[src/rtl/blinn_phong_reflectance_map_assert.svh]
// Assertion macros shared by the reflectance map RTL
`ifndef BLINN_PHONG_REFLECTANCE_MAP_ASSERT_SVH
`define BLINN_PHONG_REFLECTANCE_MAP_ASSERT_SVH

// Same-cycle implication, sampled on clk_i, off while rst_ni is low
`define BPRM_ASSERT_IMP(lbl, ante, cons) \
  lbl: assert property (@(posedge clk_i) disable iff (!rst_ni) (ante) |-> (cons)) \
    else $error("bprm: same-cycle check failed");

// Next-cycle implication, sampled on clk_i, off while rst_ni is low
`define BPRM_ASSERT_NXT(lbl, ante, cons) \
  lbl: assert property (@(posedge clk_i) disable iff (!rst_ni) (ante) |=> (cons)) \
    else $error("bprm: next-cycle check failed");

`endif

[src/rtl/bprm_pkg.sv]
// Shared types, constants, sine ROM and fixed-point helpers for the reflectance map
package bprm_pkg;

  localparam int FRAC_BITS = 15;
  localparam int ONE_Q     = 1 << FRAC_BITS;
  localparam int ROM_W     = FRAC_BITS + 1;
  localparam int TRIG_W    = FRAC_BITS + 2;
  localparam int HALF_W    = TRIG_W + 1;
  localparam int SUMSQ_W   = 2 * HALF_W - 2;
  localparam int LEN_W     = SUMSQ_W / 2;
  localparam int COEF_W    = 15;
  localparam int ORDER_W   = 7;
  localparam int THETA_W   = 7;
  localparam int PHI_W     = 9;
  localparam int OUT_W     = 8;
  localparam int BASE_W    = COEF_W + TRIG_W + 1;
  localparam int NUM_W     = BASE_W + 1;
  localparam int MX_W      = BASE_W - 1;
  localparam int DEG_W     = 10;
  localparam int ROM_DEPTH = 91;
  localparam int IDX_W     = 7;
  localparam int ADDR_W    = 5;
  localparam int DATA_W    = 32;

  localparam int DEG_QTR   = 90;
  localparam int DEG_HALF  = 180;
  localparam int DEG_3QTR  = 270;
  localparam int DEG_FULL  = 360;
  localparam int GRAY_MAX  = 255;

  localparam longint unsigned PI_Q30 = 64'd3373259426;

  typedef logic signed [TRIG_W-1:0] trig_t;
  typedef logic [ROM_W-1:0] sin_rom_t [ROM_DEPTH];

  // Register map, one word per register
  typedef enum logic [2:0] {
    REG_IN_THETA  = 3'd0,
    REG_IN_PHI    = 3'd1,
    REG_AMBIENT   = 3'd2,
    REG_DIFFUSE   = 3'd3,
    REG_SPECULAR  = 3'd4,
    REG_SPEC_ORD  = 3'd5
  } cfg_reg_e;

  // Incident-ray terms that feed the half vector
  typedef struct packed {
    trig_t hxi;
    trig_t hzi;
    trig_t cti;
  } in_ray_t;

  // Brightness terms that depend only on configuration
  typedef struct packed {
    logic signed [BASE_W-1:0] base;
    logic signed [BASE_W-1:0] mx;
    logic [COEF_W-1:0]        ks;
  } norm_cfg_t;

  // Sine of 0..89 degrees from a Q30 Taylor series, rounded to QF; 90 is exactly one
  function automatic sin_rom_t build_sin_rom();
    sin_rom_t          rom;
    longint unsigned   x;
    longint unsigned   x2;
    longint unsigned   term;
    longint            sum;
    for (int a = 0; a < DEG_QTR; a++) begin
      x    = (64'(a) * PI_Q30) / 64'd180;
      x2   = (x * x) >> 30;
      term = x;
      sum  = longint'(x);
      term = ((term * x2) >> 30) / 64'd6;
      sum  = sum - longint'(term);
      term = ((term * x2) >> 30) / 64'd20;
      sum  = sum + longint'(term);
      term = ((term * x2) >> 30) / 64'd42;
      sum  = sum - longint'(term);
      term = ((term * x2) >> 30) / 64'd72;
      sum  = sum + longint'(term);
      term = ((term * x2) >> 30) / 64'd110;
      sum  = sum - longint'(term);
      term = ((term * x2) >> 30) / 64'd156;
      sum  = sum + longint'(term);
      term = ((term * x2) >> 30) / 64'd210;
      sum  = sum - longint'(term);
      if (sum < 0) begin
        sum = 0;
      end
      rom[a] = ROM_W'((sum + (64'sd1 <<< (29 - FRAC_BITS))) >>> (30 - FRAC_BITS));
    end
    rom[DEG_QTR] = ROM_W'(ONE_Q);
    return rom;
  endfunction

  localparam sin_rom_t SIN_ROM = build_sin_rom();

  // Sine of any angle below two turns, by quadrant symmetry
  function automatic trig_t sin_deg(input logic [DEG_W-1:0] deg);
    logic [DEG_W-1:0] d;
    logic [DEG_W-1:0] r;
    logic             neg;
    trig_t            mag;
    d = (deg >= DEG_W'(DEG_FULL)) ? deg - DEG_W'(DEG_FULL) : deg;
    if (d <= DEG_W'(DEG_QTR)) begin
      r   = d;
      neg = 1'b0;
    end else if (d <= DEG_W'(DEG_HALF)) begin
      r   = DEG_W'(DEG_HALF) - d;
      neg = 1'b0;
    end else if (d <= DEG_W'(DEG_3QTR)) begin
      r   = d - DEG_W'(DEG_HALF);
      neg = 1'b1;
    end else begin
      r   = DEG_W'(DEG_FULL) - d;
      neg = 1'b1;
    end
    mag = trig_t'({1'b0, SIN_ROM[r[IDX_W-1:0]]});
    return neg ? -mag : mag;
  endfunction

  // QF product rounded toward minus infinity
  function automatic trig_t mul_q(input trig_t a, input trig_t b);
    logic signed [2*TRIG_W-1:0] prod;
    prod = a * b;
    return trig_t'(prod >>> FRAC_BITS);
  endfunction

endpackage

[src/rtl/bprm_front.sv]
// Outgoing ray lookup, half vector and its squared length
module bprm_front import bprm_pkg::*; (
  input  logic                      clk_i,
  input  logic                      rst_ni,
  input  logic                      adv_i,
  input  logic                      valid_i,
  input  logic [THETA_W-1:0]        theta_i,
  input  logic [PHI_W-1:0]          phi_i,
  input  in_ray_t                   ray_i,
  output logic                      valid_o,
  output logic [SUMSQ_W-1:0]        sumsq_o,
  output logic signed [HALF_W-1:0]  hy_o
);

  localparam int NSTG = 4;

  logic [NSTG-1:0]            vld_q;
  trig_t                      sto_q, cto_q, spo_q, cpo_q;
  logic signed [HALF_W-1:0]   hx_q, hy_q, hz_q, hy3_q, hy4_q;
  logic signed [2*HALF_W-1:0] sqx, sqy, sqz;
  logic [SUMSQ_W-2:0]         sqx_q, sqy_q, sqz_q;
  logic [SUMSQ_W-1:0]         sum_q;

  // Advance valid bits with the data
  always_ff @(posedge clk_i or negedge rst_ni) begin
    if (!rst_ni) begin
      vld_q <= '0;
    end else if (adv_i) begin
      vld_q <= {vld_q[NSTG-2:0], valid_i};
    end
  end

  // Stage 1: sine and cosine of the outgoing angles
  always_ff @(posedge clk_i) begin
    if (adv_i) begin
      sto_q <= sin_deg(DEG_W'(theta_i));
      cto_q <= sin_deg(DEG_W'(theta_i) + DEG_W'(DEG_QTR));
      spo_q <= sin_deg(DEG_W'(phi_i));
      cpo_q <= sin_deg(DEG_W'(phi_i) + DEG_W'(DEG_QTR));
    end
  end

  // Stage 2: half vector components
  always_ff @(posedge clk_i) begin
    if (adv_i) begin
      hx_q <= HALF_W'(ray_i.hxi) + HALF_W'(mul_q(sto_q, cpo_q));
      hz_q <= HALF_W'(ray_i.hzi) + HALF_W'(mul_q(sto_q, spo_q));
      hy_q <= HALF_W'(ray_i.cti) + HALF_W'(cto_q);
    end
  end

  // Stage 3: squares
  assign sqx = hx_q * hx_q;
  assign sqy = hy_q * hy_q;
  assign sqz = hz_q * hz_q;

  always_ff @(posedge clk_i) begin
    if (adv_i) begin
      sqx_q <= sqx[SUMSQ_W-2:0];
      sqy_q <= sqy[SUMSQ_W-2:0];
      sqz_q <= sqz[SUMSQ_W-2:0];
      hy3_q <= hy_q;
    end
  end

  // Stage 4: sum of squares
  always_ff @(posedge clk_i) begin
    if (adv_i) begin
      sum_q <= SUMSQ_W'(sqx_q) + SUMSQ_W'(sqy_q) + SUMSQ_W'(sqz_q);
      hy4_q <= hy3_q;
    end
  end

  assign valid_o = vld_q[NSTG-1];
  assign sumsq_o = sum_q;
  assign hy_o    = hy4_q;

endmodule

[config.mk]
export PLATFORM = sky130hd
export DESIGN_NAME = bprm_front
export DESIGN_NICKNAME = d
export VERILOG_FILES = /design/src/rtl/blinn_phong_reflectance_map_assert.svh /design/src/rtl/bprm_pkg.sv /design/src/rtl/bprm_front.sv
export SDC_FILE = /design/constraint.sdc
export NUM_CORES = 2
export LEC_CHECK = 0
export BUFFER_PORTS_ARGS = -buffer_cell sky130_fd_sc_hd__buf_2
export CAP_MARGIN = 20
export CORE_MARGIN = 1
export CORE_UTILIZATION = 52
export DETAILED_ROUTE_END_ITERATION = 16
export HOLD_SLACK_MARGIN = 0.02
export PLACE_DENSITY = 0.68
export SLEW_MARGIN = 20
export SYNTH_ARGS = -nofsm -noshare
export SYNTH_HDL_FRONTEND = slang
export SYNTH_SLANG_ARGS = --single-unit
export TNS_END_PERCENT = 100
[constraint.sdc]
create_clock -name clk_i -period 22 [get_ports clk_i]
set_clock_uncertainty 0.2 [all_clocks]
set_input_delay 2.2 -clock clk_i [delete_from_list [all_inputs] [get_ports clk_i]]
set_output_delay 2.2 -clock clk_i [all_outputs]
set_load 0.05 [all_outputs]
==> qor.yml <==
mostFrequentLayoutCell: "inv_1"
synthTopCellsByArea: "fa_1 (36%), edfxtp_1 (12%), ha_1 (12%), inv_1 (9.3%), and2_1 (4.6%)"
cts_setup_buffers: 0
synthArstFlopShare_pct: 1.38
post_drt_wl_per_cell_um: 18.6
final_layout_size_suffix_gt1_share_pct: 4.85
grt_max_degree: 97
fin_util_pct: 55.2
cpPeakStageDelay_ps: 750
wl_mm: 177
dr.pass1.iters: 6
yosys_warnings: 0
synth_top_area_cell: "fa_1"
rsz0062_at_grt: "no"
maxCapViolations: 0
die_w_um: 372
ys_seq_area_share_pct: 12.2
layout_common_cells: "inv_1 (1767), fa_1 (1282), nand2_1 (698)"
fin_nets: 9760
hold_ws_ps: 207
cts-root-buf: "clkbuf_16"
hpwl_mm: 137
place_congestion: 0.940
syn_area_um2: 71200
required_ps: 22130
yosys_register_bits: 290
avgSynthCellArea_um2: 9.11
synth.distinct_cells: 104
synth_flop_cell: "edfxtp_1"
fillers: 12100
drv_slew: 0
relSlewSlack_pct: 25.8
finalSetupTns_ps: 0
worstSetupPathType: "in2reg"
cts_max_path_buffers: 3
status: "finished clean"
rows: 135
yosys.area.top_type_share_pct: 36.0
cts_hold_buf: 0
clock_latency_ps: 630
route.detailed.drc: 0
cts_made_buffers: 39
antenna_left: 0
min_period_ps: 9730
grt_pass1_vias: 56300
fin_crit_sh_pct: 44.2
cts_resized: 0
core-area_um2: 136000
worst_pin_slew_ps: 1100
cts_tree: "done"
die_h_um: 372
arrival_ps: 9860
fin_area_um2: 74800
drt-initial-drc-count: 4429
grt-ovfl-total: 0
area.growth.synth_to_final_pct: 5.09
syn_inst: 7815
grt_first_pass_wirelength_mm: 293
start_util_pct: 52.5
cp_max_fo: 20
max_freq_mhz: 103
cp_slowest_cell: "ha_1"
antenna_found_initial: 5
io_buffers: 123
pin_count: 124
synth-edff-count: 286
hold_class: "reg2reg"
clock-sinks: 290
h-tree-depth: 2
finalHoldViolations: 0
viasPerCell: 5.63
crit_path_end_kind: "register"
start_kind: "input pin"
placed_area_um2: 73500
path_clk_slew_ps: 60
grtUsageTotal_pct: 26.4
num_vias: 53800
dieArea_um2: 138000
setup_viol: 0
path_cells: "buf_2 -> inv_1 -> ha_1 -> a21bo_1 -> xnor2_4 -> nor3_1 -> nand4_1 -> nand3_2 -> inv_4 -> ha_1 -> a311o_1 -> o211ai_2 -> a31oi_1 -> mux2i_1 -> buf_4 -> inv_1 -> ha_1 -> nand4_1 -> a221oi_1 -> a211oi_1 -> or3b_4 -> nor4_4 -> a41oi_1 -> xor2_1"
cpMostUsedCell: "ha_1"
==> sequential cells by signal, summed over array words and instances, names as in the netlist, 18 cells and up <==
| signal | flops |
|---|---|
| hx_q | 18 |
| sqy_q | 31 |
| sqx_q | 32 |
| hy3_q | 18 |
| hy_o | 18 |
| sumsq_o | 34 |
| hz_q | 18 |
| hy_q | 18 |
| sqz_q | 32 |
==> area by class of cell <==
type / count / area (um2) / share of cell area [%]
flip-flops and latches: 290 / 8690 / 11.6
clock buffers: 42 / 987 / 1.32
clock inverters: 30 / 333 / 0.445
well taps: 1781 / 2230 / 2.98
diodes: 2 / 5.00 / 0.00669
inverters: 1775 / 6670 / 8.91
repair buffers: 216 / 1320 / 1.77
multi-input cells: 5418 / 54600 / 73.0
==> cells by family after synthesis <==
kind of cell / after synthesis / synth area share (%)
mux: 34 / 0.592
fa+ha+maj: 1952 / 47.8
other cells: 1 / 0.00527
compound gates: 1193 / 11.1
xor+xnor: 287 / 3.56
buf+inv: 2109 / 11.2
flops: 290 / 12.2
simple gates: 1949 / 13.5
==> final timing paths <==
check                      startpoint   endpoint  slack [ps]  cells after the start
min in group asynchronous      rst_ni   vld_q[3]        1180                      1
setup reg to reg             spo_q[2]   hz_q[16]       12500                     35
hold / removal              hy3_q[14]   hy_o[14]         210                      0
hold reg to reg             hy3_q[14]   hy_o[14]         210                      0
setup / recovery             phi_i[3]  cpo_q[10]       12270                     24
max in group asynchronous      rst_ni   vld_q[1]       20280                      1
==> cells in the mapped netlist, types with 23 or more instances <==
cell type / n
and3_1: 33
o31ai_1: 24
a311oi_1: 23
o21bai_1: 24
and2_1: 525
a21o_1: 57
a21oi_1: 271
o21ai_0: 266
a21boi_0: 31
nand2_1: 698
edfxtp_1: 286
o211ai_1: 62
fa_1: 1282
buf_2: 26
nand2b_1: 58
xnor2_1: 222
nor2_1: 308
nor2b_1: 57
a31oi_1: 64
or3_1: 24
clkbuf_1: 284
ha_1: 667
o21a_1: 27
xor2_1: 64
o22ai_1: 30
nor3_1: 76
inv_1: 1767
a211oi_1: 68
nand3_1: 84
==> through the flow <==
stage | instances | setup WS [ps]
after floorplan | 7817 | 13530
after global placement | 9480 | 12060
after detailed placement | 9480 | 11920
after CTS | 9552 | 12520
after global routing | 9553 | 11770
final | 9554 | 12270
==> worst max-delay path: cells and delay by family <==
kind | cells | cell delay (ps)
simple gates | 6 | 2440
compound gates | 7 | 2210
fa+ha+maj | 3 | 1300
buf+inv | 5 | 1200
xor+xnor | 2 | 330
mux | 1 | 160
==> routing by layer <==
layer	up-vias	part of all wire, %	track usage [%]
met3	336	6.3	3.14
met1	27000	42	35.8
met4	0	2.8	7.01
li1	24600	-	-
met2	1831	49	44.7
met5	-	0	0
Power is left out: the tool's default activity adds up to more than one toggle a clock period on the data nets, which glitch-free logic cannot reach.
