--- src/rtl/blinn_phong_reflectance_map_assert.svh ---
// Assertion macros shared by the reflectance map RTL
`ifndef BLINN_PHONG_REFLECTANCE_MAP_ASSERT_SVH
`define BLINN_PHONG_REFLECTANCE_MAP_ASSERT_SVH

// Same-cycle implication, sampled on clk_i, off while rst_ni is low
`define BPRM_ASSERT_IMP(lbl, ante, cons) \
  lbl: assert property (@(posedge clk_i) disable iff (!rst_ni) (ante) |-> (cons)) \
    else $error("bprm: same-cycle check failed");

// Next-cycle implication, sampled on clk_i, off while rst_ni is low
`define BPRM_ASSERT_NXT(lbl, ante, cons) \
  lbl: assert property (@(posedge clk_i) disable iff (!rst_ni) (ante) |=> (cons)) \
    else $error("bprm: next-cycle check failed");

`endif

--- src/rtl/bprm_pkg.sv ---
// Shared types, constants, sine ROM and fixed-point helpers for the reflectance map
package bprm_pkg;

  localparam int FRAC_BITS = 15;
  localparam int ONE_Q     = 1 << FRAC_BITS;
  localparam int ROM_W     = FRAC_BITS + 1;
  localparam int TRIG_W    = FRAC_BITS + 2;
  localparam int HALF_W    = TRIG_W + 1;
  localparam int SUMSQ_W   = 2 * HALF_W - 2;
  localparam int LEN_W     = SUMSQ_W / 2;
  localparam int COEF_W    = 15;
  localparam int ORDER_W   = 7;
  localparam int THETA_W   = 7;
  localparam int PHI_W     = 9;
  localparam int OUT_W     = 8;
  localparam int BASE_W    = COEF_W + TRIG_W + 1;
  localparam int NUM_W     = BASE_W + 1;
  localparam int MX_W      = BASE_W - 1;
  localparam int DEG_W     = 10;
  localparam int ROM_DEPTH = 91;
  localparam int IDX_W     = 7;
  localparam int ADDR_W    = 5;
  localparam int DATA_W    = 32;

  localparam int DEG_QTR   = 90;
  localparam int DEG_HALF  = 180;
  localparam int DEG_3QTR  = 270;
  localparam int DEG_FULL  = 360;
  localparam int GRAY_MAX  = 255;

  localparam longint unsigned PI_Q30 = 64'd3373259426;

  typedef logic signed [TRIG_W-1:0] trig_t;
  typedef logic [ROM_W-1:0] sin_rom_t [ROM_DEPTH];

  // Register map, one word per register
  typedef enum logic [2:0] {
    REG_IN_THETA  = 3'd0,
    REG_IN_PHI    = 3'd1,
    REG_AMBIENT   = 3'd2,
    REG_DIFFUSE   = 3'd3,
    REG_SPECULAR  = 3'd4,
    REG_SPEC_ORD  = 3'd5
  } cfg_reg_e;

  // Incident-ray terms that feed the half vector
  typedef struct packed {
    trig_t hxi;
    trig_t hzi;
    trig_t cti;
  } in_ray_t;

  // Brightness terms that depend only on configuration
  typedef struct packed {
    logic signed [BASE_W-1:0] base;
    logic signed [BASE_W-1:0] mx;
    logic [COEF_W-1:0]        ks;
  } norm_cfg_t;

  // Sine of 0..89 degrees from a Q30 Taylor series, rounded to QF; 90 is exactly one
  function automatic sin_rom_t build_sin_rom();
    sin_rom_t          rom;
    longint unsigned   x;
    longint unsigned   x2;
    longint unsigned   term;
    longint            sum;
    for (int a = 0; a < DEG_QTR; a++) begin
      x    = (64'(a) * PI_Q30) / 64'd180;
      x2   = (x * x) >> 30;
      term = x;
      sum  = longint'(x);
      term = ((term * x2) >> 30) / 64'd6;
      sum  = sum - longint'(term);
      term = ((term * x2) >> 30) / 64'd20;
      sum  = sum + longint'(term);
      term = ((term * x2) >> 30) / 64'd42;
      sum  = sum - longint'(term);
      term = ((term * x2) >> 30) / 64'd72;
      sum  = sum + longint'(term);
      term = ((term * x2) >> 30) / 64'd110;
      sum  = sum - longint'(term);
      term = ((term * x2) >> 30) / 64'd156;
      sum  = sum + longint'(term);
      term = ((term * x2) >> 30) / 64'd210;
      sum  = sum - longint'(term);
      if (sum < 0) begin
        sum = 0;
      end
      rom[a] = ROM_W'((sum + (64'sd1 <<< (29 - FRAC_BITS))) >>> (30 - FRAC_BITS));
    end
    rom[DEG_QTR] = ROM_W'(ONE_Q);
    return rom;
  endfunction

  localparam sin_rom_t SIN_ROM = build_sin_rom();

  // Sine of any angle below two turns, by quadrant symmetry
  function automatic trig_t sin_deg(input logic [DEG_W-1:0] deg);
    logic [DEG_W-1:0] d;
    logic [DEG_W-1:0] r;
    logic             neg;
    trig_t            mag;
    d = (deg >= DEG_W'(DEG_FULL)) ? deg - DEG_W'(DEG_FULL) : deg;
    if (d <= DEG_W'(DEG_QTR)) begin
      r   = d;
      neg = 1'b0;
    end else if (d <= DEG_W'(DEG_HALF)) begin
      r   = DEG_W'(DEG_HALF) - d;
      neg = 1'b0;
    end else if (d <= DEG_W'(DEG_3QTR)) begin
      r   = d - DEG_W'(DEG_HALF);
      neg = 1'b1;
    end else begin
      r   = DEG_W'(DEG_FULL) - d;
      neg = 1'b1;
    end
    mag = trig_t'({1'b0, SIN_ROM[r[IDX_W-1:0]]});
    return neg ? -mag : mag;
  endfunction

  // QF product rounded toward minus infinity
  function automatic trig_t mul_q(input trig_t a, input trig_t b);
    logic signed [2*TRIG_W-1:0] prod;
    prod = a * b;
    return trig_t'(prod >>> FRAC_BITS);
  endfunction

endpackage

--- src/rtl/bprm_norm.sv ---
// Brightness sum, division by the maximum and scaling to a gray level
module bprm_norm import bprm_pkg::*; (
  input  logic               clk_i,
  input  logic               rst_ni,
  input  logic               adv_i,
  input  norm_cfg_t          cfg_i,
  input  logic               valid_i,
  input  trig_t              p_i,
  output logic               valid_o,
  output logic [OUT_W-1:0]   intensity_o,
  output logic               zero_range_o
);

  localparam int PER    = 2;
  localparam int NDV    = OUT_W / PER;
  localparam int NST    = NDV + 2;
  localparam int DIVD_W = MX_W + OUT_W;

  logic [NST-1:0]           vld_q;
  logic signed [NUM_W-1:0]  ksp;
  logic signed [NUM_W-1:0]  num_q;
  logic [DIVD_W-1:0]        numx;
  logic [DIVD_W-1:0]        rem0_q;
  logic                     pos0_q, sat0_q;
  logic [MX_W-1:0]          mx_u;
  logic                     mx_pos;
  logic [DIVD_W-1:0]        rem_q [NDV-1];
  logic [OUT_W-1:0]         quo_q [NDV-1];
  logic                     pos_q [NDV-1];
  logic                     sat_q [NDV-1];
  logic [OUT_W-1:0]         inten_q;
  logic                     zr_q;

  // Advance valid bits with the data
  always_ff @(posedge clk_i or negedge rst_ni) begin
    if (!rst_ni) begin
      vld_q <= '0;
    end else if (adv_i) begin
      vld_q <= {vld_q[NST-2:0], valid_i};
    end
  end

  // Stage 1: ks * p + base
  assign ksp = $signed({1'b0, cfg_i.ks}) * p_i;

  always_ff @(posedge clk_i) begin
    if (adv_i) begin
      num_q <= ksp + NUM_W'($signed(cfg_i.base));
    end
  end

  // Stage 2: classify and form num * 255
  assign numx   = DIVD_W'(num_q[MX_W-1:0]);
  assign mx_u   = cfg_i.mx[MX_W-1:0];
  assign mx_pos = !cfg_i.mx[BASE_W-1] && (cfg_i.mx != '0);

  always_ff @(posedge clk_i) begin
    if (adv_i) begin
      rem0_q <= (numx << OUT_W) - numx;
      pos0_q <= !num_q[NUM_W-1] && (num_q != '0);
      sat0_q <= (num_q >= NUM_W'($signed(cfg_i.mx)));
    end
  end

  for (genvar s = 0; s < NDV; s++) begin : g_step
    logic [DIVD_W-1:0] rem_in, rem_d;
    logic [OUT_W-1:0]  quo_in, quo_d;
    logic              pos_in, sat_in;

    if (s == 0) begin : g_first
      assign rem_in = rem0_q;
      assign quo_in = '0;
      assign pos_in = pos0_q;
      assign sat_in = sat0_q;
    end else begin : g_next
      assign rem_in = rem_q[s-1];
      assign quo_in = quo_q[s-1];
      assign pos_in = pos_q[s-1];
      assign sat_in = sat_q[s-1];
    end

    // Restoring division by the maximum, two gray bits per stage
    always_comb begin
      rem_d = rem_in;
      quo_d = quo_in;
      for (int j = 0; j < PER; j++) begin
        if (rem_d >= (DIVD_W'(mx_u) << (OUT_W - 1 - (s * PER + j)))) begin
          rem_d = rem_d - (DIVD_W'(mx_u) << (OUT_W - 1 - (s * PER + j)));
          quo_d[OUT_W-1-(s*PER+j)] = 1'b1;
        end
      end
    end

    if (s < NDV - 1) begin : g_mid
      always_ff @(posedge clk_i) begin
        if (adv_i) begin
          rem_q[s] <= rem_d;
          quo_q[s] <= quo_d;
          pos_q[s] <= pos_in;
          sat_q[s] <= sat_in;
        end
      end
    end else begin : g_last
      // Last stage: saturate, drop non-positive sums, flag a non-positive maximum
      always_ff @(posedge clk_i) begin
        if (adv_i) begin
          if (!mx_pos) begin
            inten_q <= '0;
            zr_q    <= 1'b1;
          end else if (!pos_in) begin
            inten_q <= '0;
            zr_q    <= 1'b0;
          end else if (sat_in) begin
            inten_q <= OUT_W'(GRAY_MAX);
            zr_q    <= 1'b0;
          end else begin
            inten_q <= quo_d;
            zr_q    <= 1'b0;
          end
        end
      end
    end
  end

  assign valid_o      = vld_q[NST-1];
  assign intensity_o  = inten_q;
  assign zero_range_o = zr_q;

endmodule

--- config.mk ---
export PLATFORM = sky130hd
export DESIGN_NAME = bprm_norm
export DESIGN_NICKNAME = d
export VERILOG_FILES = /design/src/rtl/blinn_phong_reflectance_map_assert.svh /design/src/rtl/bprm_pkg.sv /design/src/rtl/bprm_norm.sv
export SDC_FILE = /design/constraint.sdc
export NUM_CORES = 2
export LEC_CHECK = 0
export BUFFER_PORTS_ARGS = -buffer_cell sky130_fd_sc_hd__buf_2
export CAP_MARGIN = 20
export CELL_PAD_IN_SITES_DETAIL_PLACEMENT = 0
export CELL_PAD_IN_SITES_GLOBAL_PLACEMENT = 1
export CORE_AREA = 5 5 283 341
export CTS_CLUSTER_SIZE = 12
export DETAILED_ROUTE_END_ITERATION = 10
export DIE_AREA = 0 0 288 346
export PLACE_DENSITY = 0.76
export SYNTH_ARGS = -nofsm -noshare
export SYNTH_HDL_FRONTEND = slang
export SYNTH_SLANG_ARGS = --single-unit
--- constraint.sdc ---
create_clock -name clk_i -period 6.4 [get_ports clk_i]
set_clock_uncertainty 0.2 [all_clocks]
set_input_delay 0.32 -clock clk_i [delete_from_list [all_inputs] [get_ports clk_i]]
set_output_delay 0.32 -clock clk_i [all_outputs]
set_load 0.1 [all_outputs]
==> reports/qor.yml <==
status: "finished, violations left"
violations: "setup timing"
placed_cell_area_um2: 43300
final_area_um2: 45200
rsz0062_at_grt: "true"
period_minus_slack_ns: 6.54
start_kind: "register"
yosys-top-cells-area: "edfxtp_1, fa_1, ha_1"
syn_inst: 4088
place_congestion: 0.950
place_ws_ns: -0.956
yosys.area.top_type: "edfxtp_1"
core_area_um2: 93000
layout-drive-gt1-share_pct: 23.6
synth_common_cells: "inv_1, ha_1, nand2_1, a21oi_1, fa_1"
dr.pass1.iters: 5
clock.fmax_ghz: 0.153
hold_class: "input port to register"
ys_types: 88
start_util_pct: 38.6
antenna_found_initial: 16
wirelength_um: 106000
post_drt_wl_per_cell_um: 17.0
slew_headroom_pct: 42.9
drt-initial-drc-count: 1594
rrSetupSlack_ns: -0.14
worstSetupPathType: "register to register"
netlist_area_um2: 35900
vias_per_cell: 5.12
cp.required_ns: 6.52
die-area_um2: 99600
cts_buffer_depth: 3
grt_max_degree: 129
cts_made_buffers: 27
placed_cells: 6088
io_buffers: 111
ant_nets: 0
synth.top_cell.area_share_pct: 18.7
die_w_um: 288
cap_violations: 0
worst_pin_slew_ns: 0.855
finalMaxSlewViolations: 0
clk_latency_ns: 0.58
endpoint_kind: "register"
setup_viol: 29
grt_pass1_vias: 33406
reg2reg_from: "rem_q[0][5]"
ys_seq_area_share_pct: 19.1
hold_viol: 0
cp_max_fo: 7
yosys_warnings: 0
cp_top_family: "simple AND/OR/NAND/NOR gates"
die_h_um: 346
overflow: 0
num_vias: 31755
areaGrowthSynthToFinish_pct: 26.1
h-tree-depth: 1
cp.arrival_ns: 6.66
final_cells: 6201
avgSynthCellArea_um2: 8.78
critPathSlowestCell: "or3_4"
async_flop_share_pct: 2.62
holdWs_ns: 0.0945
synth.most_common_cell: "inv_1"
cts_root_buffer: "clkbuf_16"
fin_crit_sh_pct: 102
n_fill_cell: 9102
ys_seq_elements: 229
drcViolationCount: 0
crit_start: "rem_q[0][5]"
dp.final_hpwl_um: 90000
layout_setup_ws_ns: -0.142
hp-start: "adv_i"
grt_pass1_wl_um: 169000
ys.flop_type: "edfxtp_1"
rows: 123
io_pins: 112
cts_sinks: 229
clkTransAtPathRegs_ns: 0.07
critPathMaxStageDelay_ns: 0.44
fin_nets: 5727
crit_buf_inv: 4
cp_common_cell: "or3_4"
cts_tree: "yes"
synth_edf_count: 223
grt.total_usage_pct: 20.9
synth_fp_nets: 4897
-- layout by cell type (no fill, tap or decap), types with 11 or more instances in the layout --
master | netlist | layout
buf_4 | 0 | 755
inv_1 | 595 | 590
ha_1 | 404 | 398
nand2_1 | 375 | 371
a21oi_1 | 320 | 312
fa_1 | 303 | 301
edfxtp_1 | 223 | 223
o21ai_0 | 222 | 208
nor2_1 | 222 | 204
xnor2_1 | 191 | 191
a21o_1 | 137 | 137
and2_1 | 128 | 128
buf_2 | 7 | 110
mux2_2 | 96 | 93
xor2_1 | 76 | 76
nand3_1 | 62 | 60
nor3_1 | 55 | 53
nand4_1 | 50 | 50
o21bai_1 | 43 | 43
o21a_1 | 37 | 36
nor4_1 | 30 | 29
nor2b_1 | 30 | 29
clkbuf_16 | 0 | 29
nand2b_1 | 29 | 28
a211oi_1 | 33 | 27
a31oi_1 | 27 | 26
and3_1 | 25 | 25
o211ai_1 | 19 | 19
mux2_4 | 15 | 18
o31ai_1 | 20 | 17
buf_12 | 0 | 15
or2_2 | 14 | 14
or3_1 | 17 | 14
diode_2 | 0 | 12
a211o_1 | 11 | 11
nor2_2 | 0 | 11
-- state kept, by name, indices dropped and copies added (netlist names) --
register,cells
intensity_o,8
g_step.sat_in,1
quo_q,12
vld_q,6
sat_q,3
g_step.rem_in,40
g_step.pos_in,1
zero_range_o,1
pos_q,3
num_q,34
rem_q,120
-- routing by layer --
layer | track usage (%) | part of all wire, % | vias to the layer above
met3 | 2.89 | 4.1 | 210
met2 | 39.0 | 51 | 560
met5 | 0 | 0.034 | -
li1 | - | - | 15834
met4 | 8.37 | 5.0 | 8
met1 | 23.8 | 40 | 15143
-- timing repair --
item	in CTS	in global routing
endpoints found under the setup margin	68	111
setup buffers	38	9
pin swaps	42	27
gates resized for setup	59	54
cloned	4	2
hold buffers	4	0
hold endpoints to repair	8	0
-- worst paths after layout --
kind                       cells after the start      endpoint
max                                           26  rem_q[0][73]
max in group asynchronous                      3      vld_q[0]
min in group asynchronous                      3      vld_q[5]
min                                            1  rem_q[0][83]
min reg2reg                                    0   sat_q[0][0]
max reg2reg                                   26  rem_q[0][73]
-- stage by stage --
step | TNS (ns) | utilization, %
after floorplan | 0 | -
after global placement | -40.82 | 46.6
after detailed placement | -49.62 | 46.6
after CTS | -0.984 | 48.3
after global routing | -11.73 | 48.6
final | -1.97 | 48.7
-- cells by family (layout without fill, tap and decap cells) --
family                     Yosys count  in the layout  synth area share, %
xor gates and xnor gates           267            267                 6.52
buffers and inverters              693           1544                 7.40
other                                0             12                    0
muxes                              120            120                 3.89
AOI/OAI and AO/OA                  992            992                 17.6
adders and majority gates          707            707                 31.0
and+or+nand+nor                   1080           1080                 14.5
DFF                                229            229                 19.1
-- layout make-up --
type | count | area [um^2] | area share [%]
tap | 1250 | 1560 | 3.46
antenna | 12 | 30.0 | 0.0664
multi-input combinational | 3166 | 26800 | 59.3
clock buffer | 31 | 691 | 1.53
sequential | 229 | 6850 | 15.1
clock inverter | 19 | 219 | 0.484
inverter | 595 | 2240 | 4.94
timing repair buffer | 899 | 6810 | 15.1
Power is left out: the tool's default activity adds up to more than one toggle a clock period on the data nets, which glitch-free logic cannot reach.
