`src/rtl/blinn_phong_reflectance_map_assert.svh`:
```
// Assertion macros shared by the reflectance map RTL
`ifndef BLINN_PHONG_REFLECTANCE_MAP_ASSERT_SVH
`define BLINN_PHONG_REFLECTANCE_MAP_ASSERT_SVH

// Same-cycle implication, sampled on clk_i, off while rst_ni is low
`define BPRM_ASSERT_IMP(lbl, ante, cons) \
  lbl: assert property (@(posedge clk_i) disable iff (!rst_ni) (ante) |-> (cons)) \
    else $error("bprm: same-cycle check failed");

// Next-cycle implication, sampled on clk_i, off while rst_ni is low
`define BPRM_ASSERT_NXT(lbl, ante, cons) \
  lbl: assert property (@(posedge clk_i) disable iff (!rst_ni) (ante) |=> (cons)) \
    else $error("bprm: next-cycle check failed");

`endif

```
`src/rtl/bprm_pkg.sv`:
```
// Shared types, constants, sine ROM and fixed-point helpers for the reflectance map
package bprm_pkg;

  localparam int FRAC_BITS = 15;
  localparam int ONE_Q     = 1 << FRAC_BITS;
  localparam int ROM_W     = FRAC_BITS + 1;
  localparam int TRIG_W    = FRAC_BITS + 2;
  localparam int HALF_W    = TRIG_W + 1;
  localparam int SUMSQ_W   = 2 * HALF_W - 2;
  localparam int LEN_W     = SUMSQ_W / 2;
  localparam int COEF_W    = 15;
  localparam int ORDER_W   = 7;
  localparam int THETA_W   = 7;
  localparam int PHI_W     = 9;
  localparam int OUT_W     = 8;
  localparam int BASE_W    = COEF_W + TRIG_W + 1;
  localparam int NUM_W     = BASE_W + 1;
  localparam int MX_W      = BASE_W - 1;
  localparam int DEG_W     = 10;
  localparam int ROM_DEPTH = 91;
  localparam int IDX_W     = 7;
  localparam int ADDR_W    = 5;
  localparam int DATA_W    = 32;

  localparam int DEG_QTR   = 90;
  localparam int DEG_HALF  = 180;
  localparam int DEG_3QTR  = 270;
  localparam int DEG_FULL  = 360;
  localparam int GRAY_MAX  = 255;

  localparam longint unsigned PI_Q30 = 64'd3373259426;

  typedef logic signed [TRIG_W-1:0] trig_t;
  typedef logic [ROM_W-1:0] sin_rom_t [ROM_DEPTH];

  // Register map, one word per register
  typedef enum logic [2:0] {
    REG_IN_THETA  = 3'd0,
    REG_IN_PHI    = 3'd1,
    REG_AMBIENT   = 3'd2,
    REG_DIFFUSE   = 3'd3,
    REG_SPECULAR  = 3'd4,
    REG_SPEC_ORD  = 3'd5
  } cfg_reg_e;

  // Incident-ray terms that feed the half vector
  typedef struct packed {
    trig_t hxi;
    trig_t hzi;
    trig_t cti;
  } in_ray_t;

  // Brightness terms that depend only on configuration
  typedef struct packed {
    logic signed [BASE_W-1:0] base;
    logic signed [BASE_W-1:0] mx;
    logic [COEF_W-1:0]        ks;
  } norm_cfg_t;

  // Sine of 0..89 degrees from a Q30 Taylor series, rounded to QF; 90 is exactly one
  function automatic sin_rom_t build_sin_rom();
    sin_rom_t          rom;
    longint unsigned   x;
    longint unsigned   x2;
    longint unsigned   term;
    longint            sum;
    for (int a = 0; a < DEG_QTR; a++) begin
      x    = (64'(a) * PI_Q30) / 64'd180;
      x2   = (x * x) >> 30;
      term = x;
      sum  = longint'(x);
      term = ((term * x2) >> 30) / 64'd6;
      sum  = sum - longint'(term);
      term = ((term * x2) >> 30) / 64'd20;
      sum  = sum + longint'(term);
      term = ((term * x2) >> 30) / 64'd42;
      sum  = sum - longint'(term);
      term = ((term * x2) >> 30) / 64'd72;
      sum  = sum + longint'(term);
      term = ((term * x2) >> 30) / 64'd110;
      sum  = sum - longint'(term);
      term = ((term * x2) >> 30) / 64'd156;
      sum  = sum + longint'(term);
      term = ((term * x2) >> 30) / 64'd210;
      sum  = sum - longint'(term);
      if (sum < 0) begin
        sum = 0;
      end
      rom[a] = ROM_W'((sum + (64'sd1 <<< (29 - FRAC_BITS))) >>> (30 - FRAC_BITS));
    end
    rom[DEG_QTR] = ROM_W'(ONE_Q);
    return rom;
  endfunction

  localparam sin_rom_t SIN_ROM = build_sin_rom();

  // Sine of any angle below two turns, by quadrant symmetry
  function automatic trig_t sin_deg(input logic [DEG_W-1:0] deg);
    logic [DEG_W-1:0] d;
    logic [DEG_W-1:0] r;
    logic             neg;
    trig_t            mag;
    d = (deg >= DEG_W'(DEG_FULL)) ? deg - DEG_W'(DEG_FULL) : deg;
    if (d <= DEG_W'(DEG_QTR)) begin
      r   = d;
      neg = 1'b0;
    end else if (d <= DEG_W'(DEG_HALF)) begin
      r   = DEG_W'(DEG_HALF) - d;
      neg = 1'b0;
    end else if (d <= DEG_W'(DEG_3QTR)) begin
      r   = d - DEG_W'(DEG_HALF);
      neg = 1'b1;
    end else begin
      r   = DEG_W'(DEG_FULL) - d;
      neg = 1'b1;
    end
    mag = trig_t'({1'b0, SIN_ROM[r[IDX_W-1:0]]});
    return neg ? -mag : mag;
  endfunction

  // QF product rounded toward minus infinity
  function automatic trig_t mul_q(input trig_t a, input trig_t b);
    logic signed [2*TRIG_W-1:0] prod;
    prod = a * b;
    return trig_t'(prod >>> FRAC_BITS);
  endfunction

endpackage

```
`src/rtl/bprm_sqrt.sv`:
```
// Pipelined integer square root, two root bits per stage
module bprm_sqrt import bprm_pkg::*; (
  input  logic                      clk_i,
  input  logic                      rst_ni,
  input  logic                      adv_i,
  input  logic                      valid_i,
  input  logic [SUMSQ_W-1:0]        sumsq_i,
  input  logic signed [HALF_W-1:0]  hy_i,
  output logic                      valid_o,
  output logic [LEN_W-1:0]          len_o,
  output logic signed [HALF_W-1:0]  hy_o
);

  localparam int NIT   = LEN_W;
  localparam int PER   = 2;
  localparam int NST   = (NIT + PER - 1) / PER;
  localparam int REM_W = LEN_W + 4;

  logic [NST-1:0]           vld_q;
  logic [LEN_W-1:0]         root_q [NST];
  logic [REM_W-1:0]         rem_q  [NST];
  logic [SUMSQ_W-1:0]       rad_q  [NST];
  logic signed [HALF_W-1:0] hy_q   [NST];

  // Advance valid bits with the data
  always_ff @(posedge clk_i or negedge rst_ni) begin
    if (!rst_ni) begin
      vld_q <= '0;
    end else if (adv_i) begin
      vld_q <= {vld_q[NST-2:0], valid_i};
    end
  end

  for (genvar s = 0; s < NST; s++) begin : g_stage
    logic [LEN_W-1:0]         root_in, root_d;
    logic [REM_W-1:0]         rem_in, rem_d, trial;
    logic [SUMSQ_W-1:0]       rad_in;
    logic signed [HALF_W-1:0] hy_in;

    if (s == 0) begin : g_first
      assign root_in = '0;
      assign rem_in  = '0;
      assign rad_in  = sumsq_i;
      assign hy_in   = hy_i;
    end else begin : g_next
      assign root_in = root_q[s-1];
      assign rem_in  = rem_q[s-1];
      assign rad_in  = rad_q[s-1];
      assign hy_in   = hy_q[s-1];
    end

    // Bring down two radicand bits, try root*4+1, keep or drop
    always_comb begin
      root_d = root_in;
      rem_d  = rem_in;
      trial  = '0;
      for (int j = 0; j < PER; j++) begin
        if (s * PER + j < NIT) begin
          rem_d = {rem_d[REM_W-3:0], rad_in[2*(NIT-1-(s*PER+j)) +: 2]};
          trial = REM_W'({root_d, 2'b01});
          if (rem_d >= trial) begin
            rem_d  = rem_d - trial;
            root_d = {root_d[LEN_W-2:0], 1'b1};
          end else begin
            root_d = {root_d[LEN_W-2:0], 1'b0};
          end
        end
      end
    end

    always_ff @(posedge clk_i) begin
      if (adv_i) begin
        root_q[s] <= root_d;
        rem_q[s]  <= rem_d;
        rad_q[s]  <= rad_in;
        hy_q[s]   <= hy_in;
      end
    end
  end

  assign valid_o = vld_q[NST-1];
  assign len_o   = root_q[NST-1];
  assign hy_o    = hy_q[NST-1];

endmodule

```
`config.mk`:
```
export PLATFORM = sky130hd
export DESIGN_NAME = bprm_sqrt
export DESIGN_NICKNAME = d
export VERILOG_FILES = /design/src/rtl/blinn_phong_reflectance_map_assert.svh /design/src/rtl/bprm_pkg.sv /design/src/rtl/bprm_sqrt.sv
export SDC_FILE = /design/constraint.sdc
export NUM_CORES = 1
export LEC_CHECK = 0
export ABC_AREA = 0
export BUFFER_PORTS_ARGS = -buffer_cell sky130_fd_sc_hd__buf_2
export CAP_MARGIN = 0
export CORE_ASPECT_RATIO = 2
export CORE_MARGIN = 1
export CORE_UTILIZATION = 31
export CTS_CLUSTER_DIAMETER = 60
export CTS_CLUSTER_SIZE = 20
export DETAILED_ROUTE_END_ITERATION = 10
export PLACE_DENSITY = 0.44
export SLEW_MARGIN = 10
export SYNTH_ARGS = -nofsm -noshare
export SYNTH_HDL_FRONTEND = slang
export SYNTH_SLANG_ARGS = --single-unit
```
`constraint.sdc`:
```
create_clock -name clk_i -period 6.2 [get_ports clk_i]
set_input_delay 0.31 -clock clk_i [delete_from_list [all_inputs] [get_ports clk_i]]
set_output_delay 0.31 -clock clk_i [all_outputs]
set_load 0.05 [all_outputs]
```
==> implementation parameters, run 1 <==
Parameter                              Value

Setup path
  Reg2Reg Capture Point    rem_q[0][142]$_DFFE_PP_
  Crit Path Max Fanout    11
  Worst endpoint data arrival time    6.33 ns
  Crit. Startpoint    root_q[0][87]$_DFFE_PP_
  Crit Path Class    reg -> reg
  Register-to-register setup slack    0.24 ns
  Beginning of the worst register-to-register path    root_q[0][87]$_DFFE_PP_
  Crit end category    flop
  Worst Setup Start Kind    flop
  Worst setup endpoint    rem_q[0][142]$_DFFE_PP_
  Depth of the most critical reg-to-reg path    20
  Data required time of the critical path    6.57 ns

Finish
  Number of filler cells placed in the layout    8802
  Post-Route Utilization    36.5%
  Area used by sequential logic in the layout    15900 µm²
  Net count, final    approximately 2800
  P&R area growth vs syn    16.3%
  Area used by multi-input combinational logic    between 10000 and 15000 µm²
  Non-filler instance count after layout    3765
  Proportion of layout cells with a drive suffix above 1    between 10% and 20%
  Area of all placed cells without fillers    32600 µm²

Clock network
  Clk slew on worst S/H paths    0.08 ns
  Skew-Pair Late Insertion Delay    0.63 ns
  Hold Buf Count CTS    just over 50
  CTS HTree Levels    2
  Maximum clock path buffer count    3
  Root buffer cell    clkbuf_16
  TritonCTS Buffers    44
  Clock tree from TritonCTS    done
  Clock Sinks    531
  Count of buffers added by post-CTS timing repair for setup    0
  CTS resizes    0

Placed design
  Port bufs    91
  Worst Setup Slack post-DPL    0.134 ns
  Gpl congestion    about 0.90
  Number of cells in the design after placement    3638
  HPWL after DPL    around 58 mm
  Post-Place Cell Area    between 30000 and 40000 µm²

Min path
  Worst min path class    in -> async

STA
  Setup Skew    0.0226 ns
  Final Hold Violating Endpoints    0
  Final hold slack    0.0857 ns
  Slew Viols, Final    0
  Top achievable clock speed    168 MHz
  Worst Tran Pin Value    1.12 ns
  Worst slew margin relative to its limit    ~25%
  Fin crit period    about 6.0 ns
  Final critical-path setup slack    0.239 ns
  Setup TNS    0 ns
  Final period utilization    96.1%
  RSZ-0062 raised after global routing    false
  Final count of negative-setup-slack endpoints    0

Route
  Vias/cell    5.02
  Final Routed Wirelength    74.0 mm
  Count of nets left with antenna violations after detail routing    0
  Number of violations reported at the end of detailed-routing iteration 0    901
  Remaining DRCs    0
  Average detailed-routed wire length per instance    19.7 µm
  Total via count after detailed routing    18900
  DRT Pass-1 Iters    5

Yosys
  Mean cell area of the mapped netlist    12.2 µm²
  Syn Std Cell Area    28100 µm²
  Commonest register cell after synthesis    edfxtp_1
  Synth warnings    0
  Number of enable-type register cells in the synthesized netlist    roughly 520
  Instance count of the mapped netlist    2310
  Post-synthesis async set-or-reset flop share    1.69%
  Total of flip-flops plus latches after synthesis    531
  Sequential area share after synthesis    between 50 and 60%
  Post-synthesis cell type count    roughly 110

Global routing
  Number of global-route vias before repair    20000
  Gr ovfl total    0
  Total routing resource utilization after global routing    16.1%
  Pin count of the biggest net entering global routing    158
  Initial antenna violation count    0
  Wire length of the first global-routing pass    between 100 and 150 mm

Outcome
  Result of the run    finished clean

Power
  IR drop worst, VDD    just over 0.2 mV
  Leakage component of the power    12.4 nW
  Overall power after layout    11.9 mW
  Power density relative to cell area    366 nW/µm²

Floorplanning
  Die footprint    approximately 90000 µm²
  Die height    428 µm
  Initial standard-cell utilization of the core    31.4%
  Area of the core    89400 µm²
  Total I/O pin count    92
  Horizontal extent of the die    215 µm
  Number of placement rows    155

Flow run
  Max capacitance violation total    0
[how the worst min path moves through the flow]
stage          startpoint                   end  cells past startpoint
6_report           rst_ni  vld_q[7]$_DFFE_PN0P_                      2
5_1_grt            rst_ni  vld_q[3]$_DFFE_PN0P_                      2
4_1_cts            rst_ni  vld_q[7]$_DFFE_PN0P_                      2
3_5_place_dp       rst_ni  vld_q[7]$_DFFE_PN0P_                      1
3_3_place_gp       rst_ni  vld_q[7]$_DFFE_PN0P_                      1
2_1_floorplan      rst_ni  vld_q[0]$_DFFE_PN0P_                      0
[cells by family (layout without fill, tap and decap cells)]
family	count (synthesis)	after routing	share of synthesized area, %
muxes	50	50	2.01
DFF	531	531	56.6
adders and majority gates	168	168	7.49
AOI/OAI and AO/OA	546	546	13.1
buffers and inverters	214	489	3.12
xor gates and xnor gates	184	184	5.77
and+or+nand+nor	616	616	11.8
other	1	4	0.0134
[power by group]
group | internal (mW) | leakage [nW] | switching, mW
Sequential | 4.59 | 5.13 | 0.304
Clock | 1.43 | 0.707 | 1.53
Combinational | 1.75 | 6.61 | 2.33
[worst max-delay path, stage by stage (launching register included)]
cell and delay, ns:
edfxtp_1 0.42, inv_1 0.09, ha_1 0.39, a21oi_1 0.44, a311oi_4 0.24, o311ai_4 0.64, nand2_1 0.29, inv_1 0.13
buf_4 0.21, o21ai_0 0.22, ha_1 0.40, nand4_1 0.16, nor2_1 0.29, nand3_1 0.15, o21ai_0 0.47, nand2_1 0.09
o21ai_0 0.17, buf_4 0.15, nor4_4 0.06, or4_1 0.50, xor2_1 0.16
[layout by cell type (no fill, tap or decap), types with 51 or more instances in the layout]
master,synthesis,final
edfxtp_1,522,522
a21oi_1,180,180
nor2_1,170,170
ha_1,168,168
inv_1,155,155
xnor2_1,123,123
nand2_1,118,118
buf_4,5,107
buf_2,14,90
o21ai_0,79,79
xor2_1,60,60
nand3_1,53,53
dlygate4sd3_1,0,51
[Yosys cell counts, types with 7 or more instances]
cell	n	area, µm²
a211oi_1	21	158
o31ai_1	17	128
mux2_1	9	101
or2_2	18	113
dfrtp_1	9	225
o31a_1	8	70.1
buf_2	14	70.1
or3_1	16	100
or4_1	15	113
o211ai_1	21	158
nand4b_1	13	114
o21bai_1	14	105
nor3_1	48	240
ha_1	168	2100
xor2_1	60	526
nor2b_1	14	87.6
inv_1	155	582
o22ai_1	9	56.3
nor4b_1	7	61.3
mux2_2	28	315
a21o_1	48	360
a21oi_1	180	901
a31oi_1	13	81.3
nand2b_1	15	93.8
clkbuf_1	23	86.3
nand2_1	118	443
o21ai_0	79	395
o21a_1	39	293
mux2i_1	11	110
and2_1	15	93.8
xnor2_1	123	1080
nor2_1	170	638
and3_1	13	81.3
a21boi_0	7	52.6
edfxtp_1	522	15700
nor4_1	25	156
nand4_1	26	163
nand3_1	53	265
[state kept, by name (all words and copies together), names as in the netlist]
signal	count
hy_q	162
root_q	89
rem_q	143
rad_q	128
vld_q	9
[metal layers]
layer	track usage, %	part of all wire (%)	vias up
met2	35.1	61	300
met4	10.8	6.8	0
li1	-	-	9221
met1	12.5	30	9196
met3	1.93	2.2	178
met5	0	0	-
[final cells by class]
type	instances	area share (%)
sequential	531	48.7
multi-input combinational	1567	34.6
timing repair buffer	253	5.70
tap	1177	4.51
clock buffer	46	3.40
inverter	161	1.87
clock inverter	29	1.18
antenna	1	0.00767
(Power assumes the default switching activity.)
==> run 2, diff against run 1 <==
--- a/config.mk
+++ b/config.mk
@@ -7,7 +7,7 @@
 export LEC_CHECK = 0
 export ABC_AREA = 0
 export BUFFER_PORTS_ARGS = -buffer_cell sky130_fd_sc_hd__buf_2
-export CAP_MARGIN = 0
+export CAP_MARGIN = 20
 export CORE_ASPECT_RATIO = 2
 export CORE_MARGIN = 1
 export CORE_UTILIZATION = 31
==> constraint.sdc (replaced) <==
create_clock -name clk_i -period 6.3 [get_ports clk_i]
set_input_delay 0.315 -clock clk_i [delete_from_list [all_inputs] [get_ports clk_i]]
set_output_delay 0.315 -clock clk_i [all_outputs]
set_load 0.05 [all_outputs]
==> implementation parameters, run 2 (synthesis results as in run 1) <==
Parameter                              Value

Outcome
  Result of the run    finished clean

Finish
  Non-filler instance count after layout    3792 (+0.72%)
  Number of antenna cells inserted    0 (-1)
  P&R area growth vs syn    17.3%
  Number of filler cells placed in the layout    8702 (-1.1%)
  Proportion of layout cells with a drive suffix above 1    15.4% (+0.88 points)
  Flip-flop count of the largest register after layout    162 (unchanged)
  Registers with the most flip-flops    hy_q (162), rem_q (143), rad_q (128)
  Most frequent cells in the layout    522 x edfxtp_1, 180 x a21oi_1, 170 x nor2_1
  Area of all placed cells without fillers    32900 µm² (+0.86%)
  Net count, final    2808 (+0.93%)
  Register bank with the most flops    hy_q
  Commonest non-fill, non-tap cell in the layout    edfxtp_1

STA
  Fin crit period    6.11 ns (+0.147 ns)
  Setup Skew    0.0206 ns (-0.00194 ns)
  Final critical-path setup slack    0.192 ns (-0.0467 ns)
  Final Hold Violating Endpoints    0 (unchanged)
  Final hold slack    0.0846 ns (-0.00104 ns)
  Final period utilization    97.0% (+0.80 points)
  Final count of negative-setup-slack endpoints    0 (unchanged)
  Setup TNS    0 ns (unchanged)
  Top achievable clock speed    164 MHz (-2.4%)
  RSZ-0062 raised after global routing    false
  Worst slew margin relative to its limit    25.3% (+0.59 points)
  Worst Tran Pin Value    1.11 ns (-0.00871 ns)
  Slew Viols, Final    0 (unchanged)

Setup path
  Reg2Reg Capture Point    rem_q[0][142]$_DFFE_PP_
  Register-to-register setup slack    0.19 ns (-0.05 ns)
  Crit Path Max Fanout    11 (unchanged)
  Delay of the slowest cell on the worst path    0.64 ns (about the same)
  Data required time of the critical path    6.65 ns (+0.08 ns)
  Crit end category    flop
  CP max stage cell    o311ai_4
  Worst endpoint data arrival time    6.45 ns (+0.12 ns)
  Crit Path Class    reg -> reg
  Cell type with the highest occurrence count on the critical path    buf_4
  Depth of the most critical reg-to-reg path    21 (+5.0%)
  Beginning of the worst register-to-register path    root_q[0][87]$_DFFE_PP_
  Worst Setup Start Kind    flop
  CP Cell Sequence    inv_1 > ha_1 > a21oi_1 > a311oi_4 > o311ai_4 > nand2_1 > buf_4 > nor2_1 > a21oi_1 > ha_1 > nand3_1 > nor2_1 > nand3_1 > o21ai_0 > buf_4 > nand2_1 > o21ai_0 > buf_4 > nor4_4 > or4_1 > xor2_1

Global routing
  Gr ovfl total    0 (unchanged)
  Wire length of the first global-routing pass    114 mm (+1.3%)
  Initial antenna violation count    0 (unchanged)
  Pin count of the biggest net entering global routing    135 (-15%)
  Total routing resource utilization after global routing    16.3% (+0.26 points)
  Number of global-route vias before repair    20000 (+0.35%)

Power
  Power density relative to cell area    364 nW/µm² (-0.36%)
  Clock network power share    25.2% (+0.4 points)
  Part of the total power dissipated in combinational logic    34.5% (+0.3 points)
  IR drop worst, VDD    0.207 mV (-0.45%)
  Leakage component of the power    12.6 nW (+1.4%)
  Reported net switching power    4.14 mW (-0.41%)
  Switching Share    34.5% (-0.31 points)
  Relative contribution of sequential cells to total power    40.3% (-0.7 points)
  Cell Int Power    7.85 mW (+0.98%)

Route
  Final Routed Wirelength    75.1 mm (+1.4%)
  Average detailed-routed wire length per instance    19.8 µm (+0.72%)
  Total via count after detailed routing    18900 (-0.13%)
  Number of violations reported at the end of detailed-routing iteration 0    972 (+7.9%)
  DRT Pass-1 Iters    5 (unchanged)
  Remaining DRCs    0 (unchanged)
  Count of nets left with antenna violations after detail routing    0 (unchanged)
  Vias/cell    4.98 (-0.84%)

Clock network
  Count of buffers added by post-CTS timing repair for setup    0 (unchanged)
  TritonCTS Buffers    44 (unchanged)
  Skew-Pair Late Insertion Delay    0.61 ns (-0.02 ns)
  Maximum clock path buffer count    3 (unchanged)
  CTS HTree Levels    2 (unchanged)
  Clk slew on worst S/H paths    0.08 ns (about the same)
  Clock Sinks    531 (unchanged)
  Clock tree from TritonCTS    done
  Root buffer cell    clkbuf_16

Placed design
  Worst Setup Slack post-DPL    0.288 ns (+0.153 ns)
  Number of cells in the design after placement    3664 (+0.71%)
  Port bufs    91 (unchanged)
  Post-Place Cell Area    30800 µm² (+0.69%)
  Gpl congestion    0.901 (-0.34%)
  HPWL after DPL    58.9 mm (+2.3%)

Floorplanning
  Total I/O pin count    92 (unchanged)
  Die footprint    91800 µm² (unchanged)
  Area of the core    89400 µm² (unchanged)
  Initial standard-cell utilization of the core    31.4% (unchanged)
  Die height    428 µm (unchanged)
  Horizontal extent of the die    215 µm (unchanged)
  Number of placement rows    155 (unchanged)

Flow run
  Max capacitance violation total    0 (unchanged)

Min path
  Worst min path class    in -> async
==> run 2: cell type report <==
class / instances / area (µm²) / area share (%)
Inverter: 161 / 611 / 1.85
Tap cell: 1177 / 1470 / 4.47
Multi-Input combinational cell: 1567 / 11300 / 34.3
Clock buffer: 50 / 1170 / 3.54
Timing Repair Buffer: 279 / 2070 / 6.28
Clock inverter: 27 / 397 / 1.20
Sequential cell: 531 / 15900 / 48.3
==> run 2: routing by layer <==
metal | track usage (%) | up-vias | share of wire (%)
met5 | 0 | - | 0
met1 | 12.8 | 9066 | 30
met4 | 11.5 | 0 | 7.4
met2 | 35.5 | 351 | 60
met3 | 1.68 | 202 | 2.1
li1 | - | 9252 | -
==> run 2: through the flow <==
step	util (%)	power (mW)
CTS	36.8	12.2
floorplan	-	7.51
finish	36.8	12.0
global placement	34.5	9.03
global route	36.8	12.7
detailed placement	34.5	9.05
==> run 2: critical path: cells and delay by family, from the launching register on <==
family,cells,cell delay (ns)
fa+ha+maj,2,0.78
simple gates,8,1.68
buf+inv,4,0.69
compound gates,6,2.12
flops,1,0.39
xor+xnor,1,0.17
==> run 2: power by group through the flow <==
stage          sequential [mW]  clock (mW)  combinational, mW
2_1_floorplan             4.81           0               2.70
3_3_place_gp              4.91           0               4.12
3_5_place_dp              4.92           0               4.14
4_1_cts                   4.84        3.17               4.19
5_1_grt                   4.88        3.26               4.53
6_report                  4.83        3.02               4.14
==> run 2: how the worst max path moves through the flow <==
stage / startpoint / to / slack (ns) / cells after the start
finish: root_q[0][87]$_DFFE_PP_ / rem_q[0][142]$_DFFE_PP_ / 0.19 / 21
floorplan: root_q[0][87]$_DFFE_PP_ / rem_q[0][138]$_DFFE_PP_ / 1.19 / 22
global placement: root_q[0][87]$_DFFE_PP_ / rem_q[0][142]$_DFFE_PP_ / 0.26 / 21
detailed placement: root_q[0][87]$_DFFE_PP_ / rem_q[0][142]$_DFFE_PP_ / 0.29 / 21
CTS: root_q[0][87]$_DFFE_PP_ / rem_q[0][142]$_DFFE_PP_ / 0.28 / 21
global route: root_q[0][87]$_DFFE_PP_ / rem_q[0][142]$_DFFE_PP_ / 0.002 / 21
==> run 2: timing repair <==
action | in CTS | in global routing
hold buffers | 51 | 0
hold endpoints to repair | 59 | 0
resized for setup | 0 | 0
